File: config.mk
export PLATFORM = sky130hd
export DESIGN_NAME = nnfl_front
export DESIGN_NICKNAME = d
export VERILOG_FILES = /design/src/rtl/core/nnfl_pkg.sv /design/src/rtl/core/nnfl_front.sv
export SDC_FILE = /design/constraint.sdc
export NUM_CORES = 1
export LEC_CHECK = 0
export ABC_AREA = 1
export BUFFER_PORTS_ARGS = -buffer_cell sky130_fd_sc_hd__buf_2
export CORE_AREA = 2 2 262 264
export DETAILED_ROUTE_END_ITERATION = 8
export DIE_AREA = 0 0 264 266
export PLACE_DENSITY = 0.54
export SLEW_MARGIN = 20
export SYNTH_ARGS = -nofsm -noshare
export SYNTH_HDL_FRONTEND = slang
export SYNTH_SLANG_ARGS = --single-unit
File: constraint.sdc
create_clock -name clk -period 9.7 [get_ports clk]
set_input_delay 0.485 -clock clk [delete_from_list [all_inputs] [get_ports clk]]
set_output_delay 0.485 -clock clk [all_outputs]
set_load 0.005 [all_outputs]
File: src/rtl/core/nnfl_pkg.sv
// Package for the nearest-node field lookup unit.
// Holds payload structs, register indexes, reset values and shared types.
// No dependencies.
package nnfl_pkg;

    localparam int MaxNodes = 2048;
    localparam int IdxW     = $clog2(MaxNodes);
    localparam int CntW     = IdxW + 1;
    localparam int QueueDepth = 4;
    localparam int QueuePtrW  = $clog2(QueueDepth);

    typedef enum logic [1:0] {
        REG_POINT_COUNT    = 2'd0,
        REG_X_OFFSET       = 2'd1,
        REG_VOLTAGE_SCALE  = 2'd2,
        REG_DISTANCE_LIMIT = 2'd3
    } reg_index_t;

    localparam logic [11:0] PointCountReset    = 12'd1851;
    localparam logic [31:0] XOffsetReset       = 32'd150994;
    localparam logic [31:0] VoltageScaleReset  = 32'd429497;
    localparam logic [63:0] DistanceLimitReset = 64'd28147497671065600;

    localparam logic OP_LOAD  = 1'b0;
    localparam logic OP_QUERY = 1'b1;

    typedef struct packed {
        logic               operation;
        logic [10:0]        index;
        logic signed [31:0] pos_x;
        logic signed [31:0] pos_y;
        logic signed [31:0] pos_z;
        logic signed [31:0] field_comp0;
        logic signed [31:0] field_comp1;
        logic signed [31:0] field_comp2;
        logic signed [31:0] voltage;
    } in_item_t;

    typedef struct packed {
        logic signed [47:0] field_x;
        logic signed [47:0] field_y;
        logic signed [47:0] field_z;
        logic [10:0]        nearest_index;
    } out_item_t;

    // Classified query handed from the front part to the back part.
    typedef struct packed {
        logic signed [32:0] qx;
        logic signed [31:0] qy;
        logic signed [31:0] qz;
        logic signed [31:0] voltage;
    } query_t;

    typedef struct packed {
        logic             we;
        logic [IdxW-1:0]  addr;
        logic [31:0]      coord0;
        logic [31:0]      coord1;
        logic [31:0]      coord2;
        logic [31:0]      field0;
        logic [31:0]      field1;
        logic [31:0]      field2;
    } table_wr_t;

    typedef enum logic [2:0] {
        ST_IDLE,
        ST_SCAN,
        ST_DRAIN,
        ST_FETCH,
        ST_AMP,
        ST_MUL,
        ST_OUT
    } back_state_t;

endpackage

File: src/rtl/core/nnfl_front.sv
// Front part: accepts requests, writes loads into the node table and
// queues classified queries for the back part. Depends on nnfl_pkg.
module nnfl_front
    import nnfl_pkg::*;
(
    input  logic        clk,
    input  logic        rst_n,
    input  logic        push,
    output logic        full,
    input  in_item_t    data_in,
    input  logic [31:0] x_offset,
    input  logic        back_busy,
    output table_wr_t   table_wr,
    output logic        q_valid,
    output query_t      q_data,
    input  logic        q_take
);

    query_t                 queue_reg [QueueDepth];
    logic [QueuePtrW-1:0]   wr_ptr_reg, wr_ptr_next;
    logic [QueuePtrW-1:0]   rd_ptr_reg, rd_ptr_next;
    logic [QueuePtrW:0]     count_reg, count_next;
    logic                   queue_full;
    logic                   accept;
    logic                   is_query;
    logic                   do_take;

    // A load must not overtake a query that is still waiting or in progress.
    assign queue_full = (count_reg == (QueuePtrW+1)'(QueueDepth));
    assign full     = queue_full ||
                      ((data_in.operation == OP_LOAD) && ((count_reg != '0) || back_busy));
    assign accept   = push && !full;
    assign is_query = accept && (data_in.operation == OP_QUERY);
    assign do_take  = q_take && (count_reg != '0);
    assign q_valid  = (count_reg != '0);
    assign q_data   = queue_reg[rd_ptr_reg];

    assign table_wr.we     = accept && (data_in.operation == OP_LOAD);
    assign table_wr.addr   = data_in.index[IdxW-1:0];
    assign table_wr.coord0 = data_in.pos_x;
    assign table_wr.coord1 = data_in.pos_y;
    assign table_wr.coord2 = data_in.pos_z;
    assign table_wr.field0 = data_in.field_comp0;
    assign table_wr.field1 = data_in.field_comp1;
    assign table_wr.field2 = data_in.field_comp2;

    always_comb
    begin
        wr_ptr_next = is_query ? wr_ptr_reg + 1'b1 : wr_ptr_reg;
        rd_ptr_next = do_take ? rd_ptr_reg + 1'b1 : rd_ptr_reg;
        count_next  = count_reg + (QueuePtrW+1)'(is_query) - (QueuePtrW+1)'(do_take);
    end

    always_ff @(posedge clk or negedge rst_n)
    begin
        if (!rst_n)
        begin
            wr_ptr_reg <= '0;
            rd_ptr_reg <= '0;
            count_reg  <= '0;
        end
        else
        begin
            wr_ptr_reg <= wr_ptr_next;
            rd_ptr_reg <= rd_ptr_next;
            count_reg  <= count_next;
        end
    end

    always_ff @(posedge clk)
    begin
        if (is_query)
        begin
            queue_reg[wr_ptr_reg].qx      <= 33'(data_in.pos_x) + 33'($signed(x_offset));
            queue_reg[wr_ptr_reg].qy      <= data_in.pos_y;
            queue_reg[wr_ptr_reg].qz      <= data_in.pos_z;
            queue_reg[wr_ptr_reg].voltage <= data_in.voltage;
        end
    end

endmodule

======== Yosys cells after proc, flatten, opt, wreduce, memory -nomap -nowiden ========
Memory sizes are Yosys's and may differ from the RTL's.
Index checks and enable logic that the tools add are counted.
storage, ports and cells
  register bits ........................... 7
  latch bits .............................. 0
  bits in writable memories ............... 516
  memory bits (read-only) ................. 0
  output and inout port bits .............. 335
  logic and storage cells ................. 22
  memories kept ........................... 1
memory list
  memory     words  width  read ports  clocked after memory_dff  wr ports  line              source
  queue_reg  4      129    1           0                         1         nnfl_front.sv:19  query_t queue_reg [QueueDepth];
operators by class
  add/subtract/negate cells ............... 5
  $mul .................................... 0
  divide/modulo/power cells ............... 0
  $lt $le $gt $ge ......................... 0
  equal/unequal tests ..................... 1
  shifts and indexed selects .............. 0
  muxes and demuxes ....................... 2
  bitwise logic cells ..................... 1
  reductions and logical operators ........ 9
operator list
  cell                   count
  $add A32 B32 Y33       1
  $logic_and A1 B1 Y1    5
  $add A2 B1 Y2 const B  2
  $add A3 B1 Y3          1
  $eq A3 B3 Y1 const B   1
  $reduce_bool A3 Y1     1
  $sub A3 B1 Y3          1
  $logic_or A1 B1 Y1     2
  $mux W1                2
  $logic_not A1 Y1       1
  $not A1 Y1             1

======== Depth between registers and ports, before layout ========
Gate-level depths: netlist of the first run.
  depth in word-level cells ............... 9
  depth in mapped cells ................... 12

======== Worst setup path after synthesis of the first run ========
OpenSTA, ideal clock, no wires.
  path type ............................... reg-to-reg
  from .................................... register count_reg[1]
  to ...................................... memory queue_reg[0][0] (netlist name) (enable)
  library setup time ...................... 0.619 ns
  arrival time ............................ 6.167 ns
  required time ........................... 9.081 ns
  setup slack ............................. 2.914 ns
  stages on the path, launching flop included .. 5
  cell sequence ........................... dfrtp_1 -> nor2_1 -> nand2_1 -> nand3_1 -> nor2_1
on the way
  cells in the longest elaborated chain, start to end .. 9
  elaborated cells on any way between the ends .. 10
  classes of those cells .................. eq/ne: 1; mux: 2; reduce/logical: 7
ends and longest elaborated chain
  item                             line              source
  start, declared                  nnfl_front.sv:22  logic [QueuePtrW:0] count_reg, count_next;
  start signal, assigned           nnfl_front.sv:66  count_reg <= count_next;
  $reduce_bool A3 Y1               nnfl_front.sv:31  ((data_in.operation == OP_LOAD) && ((count_reg != '0) || back_busy));
  $logic_or A1 B1 Y1               nnfl_front.sv:31
  $logic_and A1 B1 Y1              nnfl_front.sv:31
  $logic_or A1 B1 Y1 *             nnfl_front.sv:30  assign full = queue_full ||
  $logic_not A1 Y1 *               nnfl_front.sv:32  assign accept = push && !full;
  $logic_and A1 B1 Y1 *            nnfl_front.sv:32
  $logic_and A1 B1 Y1 *            nnfl_front.sv:33  assign is_query = accept && (data_in.operation == OP_QUERY);
  $mux W1 *                        nnfl_front.sv:72  if (is_query)
  $mux W1 (implied by the code) *  nnfl_front.sv:77  queue_reg[wr_ptr_reg].voltage <= data_in.voltage;
  end, declared                    nnfl_front.sv:19
Mark *: on every way between the ends. The rest lies on a longest branch, timed or not.

==> summary.txt, run 1 <==
Pwr
  • Seq pwr share: 40.1%
  • Combinational Power Share: 30.3%
  • Peak supply drop: 166.7 uV
  • Pwr/cell area: 272.1 nW/um^2
  • Leakage: 10.23 nW
  • Internal power: 4.771 mW
  • Switching pwr: 2.452 mW
  • Clock Power Share: 29.5%
  • Net Sw Frac: 33.94%

Floorplan
  • Die X: 264 um
  • CORE AREA: 67750 um^2
  • Starting Density: 34.52%
  • Die height: 266 um
  • # rows: 96
  • Io pins: 608
  • DIE AREA: 70220 um^2

Routing
  • DRC Markers: 0
  • Post-route ant nets: 0
  • Initial drt markers: 1027
  • Vias/cell: 4.861
  • Final WL: 59.70 mm
  • Avg WL per Cell: 19.05 um
  • DRT Pass-1 Iters: 5
  • Via count: 15230

Critical path
  • Worst Setup Path Type: reg -> out
  • CP endpoint kind: output port
  • Crit Path Max Fanout: 166
  • FF-to-FF Start: count_reg[1]
  • Worst EP required: 9.22 ns
  • Critical Path Slowest Stage Cell: buf_4
  • Reg2reg setup slack: 6.50 ns
  • Element type at the critical path start: flip-flop
  • Worst R2R Path Depth: 6
  • Critical Path AT: 3.62 ns
  • CP Cell Sequence: inv_8 > buf_4 > o21ai_0 > o22ai_1 > buf_2
  • CP startpoint: rd_ptr_reg[0]
  • Crit path largest cell delay: 0.83 ns

Synth
  • Synth warn: 0
  • Synth unique cells: 28
  • Mux cell area share after synthesis: 0%
  • Number of synthesized flops with an enable pin: 516
  • Synthesized instance count: 2018
  • Mean post-synth cell area: 11.59 um^2
  • Syn Std Cell Area: 23390 um^2
  • Post-Synth XOR/XNOR Area: 0.7116%
  • Flops & latches, synth: 523
  • Predominant post-synthesis flop cell: edfxtp_1
  • Synthesized net count: 2331
  • Simple-gate share of the synthesized area: 9.967%
  • Sequential fraction of the synthesis area: 67.01%
  • Adder-cell share of the synthesized area: 2.204%
  • Synth Area in Compound Gates: 9.507%
  • Post-synth ARST share: 1.338%
  • Largest family of logic cells by synthesized area: buffers and inverters

Clock network
  • CTS tree: built
  • Clk root buf: clkbuf_16
  • CTS buffer count: 57
  • Worst skew pair latency: 0.60 ns
  • Htree depth: 2
  • CTS Buffer Depth: 3
  • CTS Sinks: 523
  • Post-CTS Setup Inserts: 0
  • Clock Pin Slew Worst Setup and Hold Paths: 0.06 ns

GRT
  • First-pass GRT wire length: 88.85 mm
  • Initial antenna violation count: 2
  • Pin count of the biggest net entering global routing: 167
  • Tot GR Track Use: 16.38%
  • Grt ovf: 0
  • Vias in the first global route: 14940

Placement
  • Placed cells: 3023
  • Port Buffers: 393
  • DP HPWL: 37.90 mm
  • GP Congestion: 0.8641

Final layout
  • Share of cells above drive strength 1: 22.72%
  • Largest register FFs: 516
  • Multi-input logic area: 5266 um^2
  • Fin nets: 2514
  • Finished Layout Cells: 3133
  • # fillers: 6525
  • FF+latch area: 15680 um^2
  • Area grow syn2layout: 13.52%

Timing
  • Max Slew Vio Count: 0
  • Setup_tns: 0 ns
  • Least-Margin Pin Slew: 1.044 ns
  • Rel. slew slack: 30.38%
  • Tmin final: 4.109 ns
  • RSZ-0062 raised after global routing: no
  • Final hold violations: 0
  • Hold_ws: 0.1018 ns
  • Tcrit/Tclk final: 42.36%
  • Worst Skew: 0.01683 ns
  • # setup viols final: 0
  • F_max: 243.4 MHz

Min path
  • Hold Startpoint: data_in[3]
  • Hold Crit Depth: 1
  • Worst Hold Class: in -> reg

Run
  • Max Cap Viol: 0

Outcome
  • Status: finished clean
power by group through the flow:
| stage | Clock, mW | Sequential, mW | Combinational (mW) |
|---|---|---|---|
| floorplan | 0 | 2.91 | 1.40 |
| detailed placement | 0 | 2.95 | 2.25 |
| global placement | 0 | 2.94 | 2.22 |
| finish | 2.13 | 2.90 | 2.19 |
| CTS | 2.19 | 2.90 | 2.26 |
| global route | 2.27 | 2.93 | 2.46 |
routing by layer:
layer	share of wire, %	up-vias	GRT usage [%]
li1	-	7226	-
met1	41	7375	19.75
met2	49	517	28.32
met3	7.5	109	4.741
met4	2.4	4	4.960
met5	0.082	-	0.4158
per-stage QoR:
stage	total power [mW]	util, %	instance area, um^2	worst slack (ns)
after floorplan	4.309	-	23390	2.914
after global placement	5.159	36.43	24680	6.247
after detailed placement	5.199	36.43	24680	6.101
after CTS	7.354	39.18	26540	5.446
after global routing	7.658	39.18	26550	5.231
final	7.223	39.19	26550	5.591
worst paths after layout:
kind                                           to
worst max-delay path                   q_data[27]
worst min-delay path              queue_reg[3][3]
worst max register to register  queue_reg[1][127]
worst min register to register       count_reg[2]
max in group asynchronous           rd_ptr_reg[1]
min in group asynchronous            count_reg[2]
layout make-up:
cell class	count	share of cell area, %
Clock buffer	68	5.608
Antenna cell	2	0.01885
Sequential cell	523	59.05
Tap cell	882	4.157
Timing Repair Buffer	412	7.956
Inverter	137	1.984
Multi-Input combinational cell	1070	19.84
Clock inverter	39	1.386
layout by cell type, fill, tap and decap left out, types with 2 or more instances in the layout:
cell        count
edfxtp_1      516
buf_2         393
nor2_1        302
nand2_1       250
o21ai_0       247
inv_1         135
o22ai_1       129
clkbuf_16      58
ha_1           38
nand3_1        25
a21oi_1        21
buf_4          18
xor2_1         17
clkinv_1       14
o21ai_1        12
clkbuf_1       10
clkinv_2       10
nand2_2         8
bufinv_16       6
nor3_1          5
dfrtp_1         5
nor2_4          4
nand4_1         3
inv_6           3
clkinvlp_4      3
diode_2         2
xnor2_1         2
inv_8           2
fa_1            2
clkinv_4        2
dfrtp_4         2
timing repair:
action,CTS,global route
hold buffers,1,0
endpoints found under the hold margin,7,0
gates resized for setup,0,0
endpoints found under the setup margin,0,0
worst max-delay path, delay by kind of cell (launching register included):
kind,cells,cell delay (ns)
buffers and inverters,3,1.70
flip-flops,1,0.77
AO/OA/AOI/OAI,2,0.37
synthesized netlist by cell type, types with 2 or more instances:
cell type	instances	share of area, %
o21ai_0	247	5.3
o22ai_1	129	3.5
buf_6	4	0.19
inv_1	136	2.2
o21ai_1	12	0.26
a21oi_1	21	0.45
xnor2_1	2	0.075
edfxtp_1	516	66
buf_4	220	7.1
clkbuf_2	2	0.043
clkbuf_1	43	0.69
nand2_1	250	4.0
nand2_2	8	0.21
ha_1	38	2.0
dfrtp_1	7	0.75
nor2_1	306	4.9
nand3_1	25	0.54
nand4_1	3	0.080
xor2_1	17	0.64
buf_2	19	0.41
nor3_1	5	0.11
fa_1	2	0.17
kinds of logic (layout without fill, tap and decap cells):
family | Yosys count | after routing
AND/OR/NAND/NOR | 600 | 600
flip-flops | 523 | 523
buffers and inverters | 425 | 656
AO/OA/AOI/OAI | 411 | 411
adder cells (fa/ha/maj) | 40 | 40
XOR/XNOR | 19 | 19
other | 0 | 2
No activity file was read; power rests on OpenSTA's default activity.
==> run 2: changes to the inputs <==
clock period = 4.25 ns   (was 9.7 ns; I/O delays follow)
==> run 2 against run 1 <==
Effect of this change:
- clock-buffer cell count down 6
- worst hold slack worse by 0.059 ns
- sequential share of layout area down 2.0 points
- wire length down 1.3%
- via count up 1.0%
- largest cell class unchanged
- register-to-register slack worse by 4.8 ns
- clock skew down 0.0015 ns
- worst setup slack worse by 4.7 ns
==> summary.txt, run 2 (synthesized netlist as in run 1, its figures left out) <==
Outcome
  • Status: finished clean

Final layout
  • Multi-input logic area: 5266 um^2
  • FF+latch area: 15680 um^2
  • Leading cell types in the layout, fill and taps excluded: edfxtp_1 (516), buf_2 (393), nor2_1 (302)
  • # fillers: 6455
  • Finished Layout Cells: 3220
  • Largest register FFs: 516
  • Fin nets: 2606
  • Share of cells above drive strength 1: 21.70%
  • Commonest non-fill, non-tap cell in the layout: edfxtp_1
  • Area grow syn2layout: 17.54%

Timing
  • Max Slew Vio Count: 0
  • Final hold violations: 0
  • Rel. slew slack: 36.00%
  • Worst Skew: 0.01530 ns
  • Least-Margin Pin Slew: 0.9599 ns
  • Tmin final: 3.356 ns
  • F_max: 298.0 MHz
  • # setup viols final: 0
  • Setup_tns: 0 ns
  • Tcrit/Tclk final: 78.97%
  • RSZ-0062 raised after global routing: no

Clock network
  • Clk root buf: clkbuf_16
  • Post-CTS Setup Inserts: 0
  • Htree depth: 2
  • Clock Pin Slew Worst Setup and Hold Paths: 0.06 ns
  • CTS Sinks: 523
  • Worst skew pair latency: 0.59 ns
  • CTS tree: built
  • CTS buffer count: 53
  • CTS Buffer Depth: 3

Floorplan
  • Io pins: 608
  • # rows: 96
  • Die height: 266 um
  • Starting Density: 34.52%
  • Die X: 264 um
  • CORE AREA: 67750 um^2
  • DIE AREA: 70220 um^2

GRT
  • First-pass GRT wire length: 87.47 mm
  • Grt ovf: 0
  • Vias in the first global route: 15240
  • Initial antenna violation count: 3
  • Pin count of the biggest net entering global routing: 145
  • Tot GR Track Use: 16.14%

Critical path
  • Critical Path Stages: 5
  • Worst R2R Path Depth: 10
  • RR Endpoint: count_reg[2]
  • Critical Path AT: 3.14 ns
  • Worst Setup EP: q_data[75]
  • Critical path buffer and inverter count: 3
  • Reg2reg setup slack: 1.75 ns
  • Critical Path Slowest Stage Cell: dfrtp_4
  • Element type at the critical path start: flip-flop
  • Crit Path Max Fanout: 138
  • CP Cell Sequence: inv_8 > buf_4 > o21ai_0 > o22ai_1 > buf_2
  • CP startpoint: rd_ptr_reg[0]
  • Worst Setup Path Type: reg -> out
  • FF-to-FF Start: count_reg[1]
  • Worst EP required: 4.04 ns
  • CP endpoint kind: output port
  • Crit path max-delay family: buffers and inverters
  • Crit path largest cell delay: 0.63 ns

Routing
  • DRC Markers: 0
  • Final WL: 58.92 mm
  • DRT Pass-1 Iters: 7
  • Initial drt markers: 932
  • Via count: 15390
  • Avg WL per Cell: 18.30 um
  • Post-route ant nets: 0
  • Vias/cell: 4.778

Pwr
  • Peak supply drop: 477.1 uV
  • Design Power: 16.40 mW
  • Pwr/cell area: 596.6 nW/um^2
  • Leakage: 10.59 nW

Placement
  • Port Buffers: 393
  • GP Congestion: 0.8212
  • DP HPWL: 35.97 mm
  • Placed cells: 3021

Run
  • Max Cap Viol: 0

Min path
  • Hold Startpoint: q_take
  • Worst Hold Class: in -> reg
-- run 2: cell types whose count changed in the layout (fill, tap and decap cells not counted), sizes merged --
| cell | before | now |
|---|---|---|
| buf | 411 | 409 |
| clkbuf | 68 | 62 |
| clkinv | 27 | 19 |
| clkinvlp | 3 | 6 |
| dlygate4sd3 | 1 | 99 |
| inv | 140 | 142 |
-- run 2: repair_timing --
item / 4_1_cts / 5_1_grt
resized for setup: 0 / 0
setup endpoints to repair: 0 / 0
hold buffers: 99 / 0
endpoints found under the hold margin: 395 / 0
-- run 2: area by class of cell --
type                            count  area share (%)
Clock buffer                       62           4.948
Antenna cell                        2         0.01821
Tap cell                          882           4.015
Inverter                          137           1.907
Multi-Input combinational cell   1070           19.16
Timing Repair Buffer              508           11.61
Clock inverter                     36           1.311
Sequential cell                   523           57.03
-- run 2: power by group --
group          leakage (nW)  switching [mW]  internal, mW
Combinational          5.00            3.44          1.81
Clock                 0.829            1.95          2.67
Sequential             4.76           0.191          6.34
Total                  10.6            5.58          10.8
-- run 2: worst min-delay path by stage --
stage | depth (start not counted) | slack (ns) | to
after floorplan | 0 | -0.08 | count_reg[0]
after global placement | 1 | 0.1 | count_reg[2]
after detailed placement | 1 | 0.1 | count_reg[2]
after CTS | 2 | 0.007 | rd_ptr_reg[1]
after global routing | 2 | 0.04 | rd_ptr_reg[1]
final | 5 | 0.04 | rd_ptr_reg[0]
-- run 2: routing by layer --
| metal | wire [um] | global-route usage [%] |
|---|---|---|
| met2 | 30080 | 29.33 |
| met4 | 1088 | 3.962 |
| met5 | 13 | 0.4851 |
| met1 | 24000 | 18.94 |
| met3 | 3743 | 4.140 |
-- run 2: tightest hold or removal path: stages --
cell	delay (ns)
buf_2	0.08
nand2_1	0.07
inv_1	0.08
nor2_1	0.04
nor2_1	0.08
-- run 2: per-stage QoR --
step | hold slack, ns | utilization [%] | setup slack [ns] | cell area, um^2
after floorplan | -0.08309 | - | -0.4087 | 23400
after global placement | 0.09873 | 36.57 | 1.515 | 24770
after detailed placement | 0.09963 | 36.57 | 1.484 | 24770
after CTS | 0.007160 | 40.57 | 0.8177 | 27480
after global routing | 0.04191 | 40.58 | 0.6367 | 27490
final | 0.04237 | 40.58 | 0.8938 | 27490
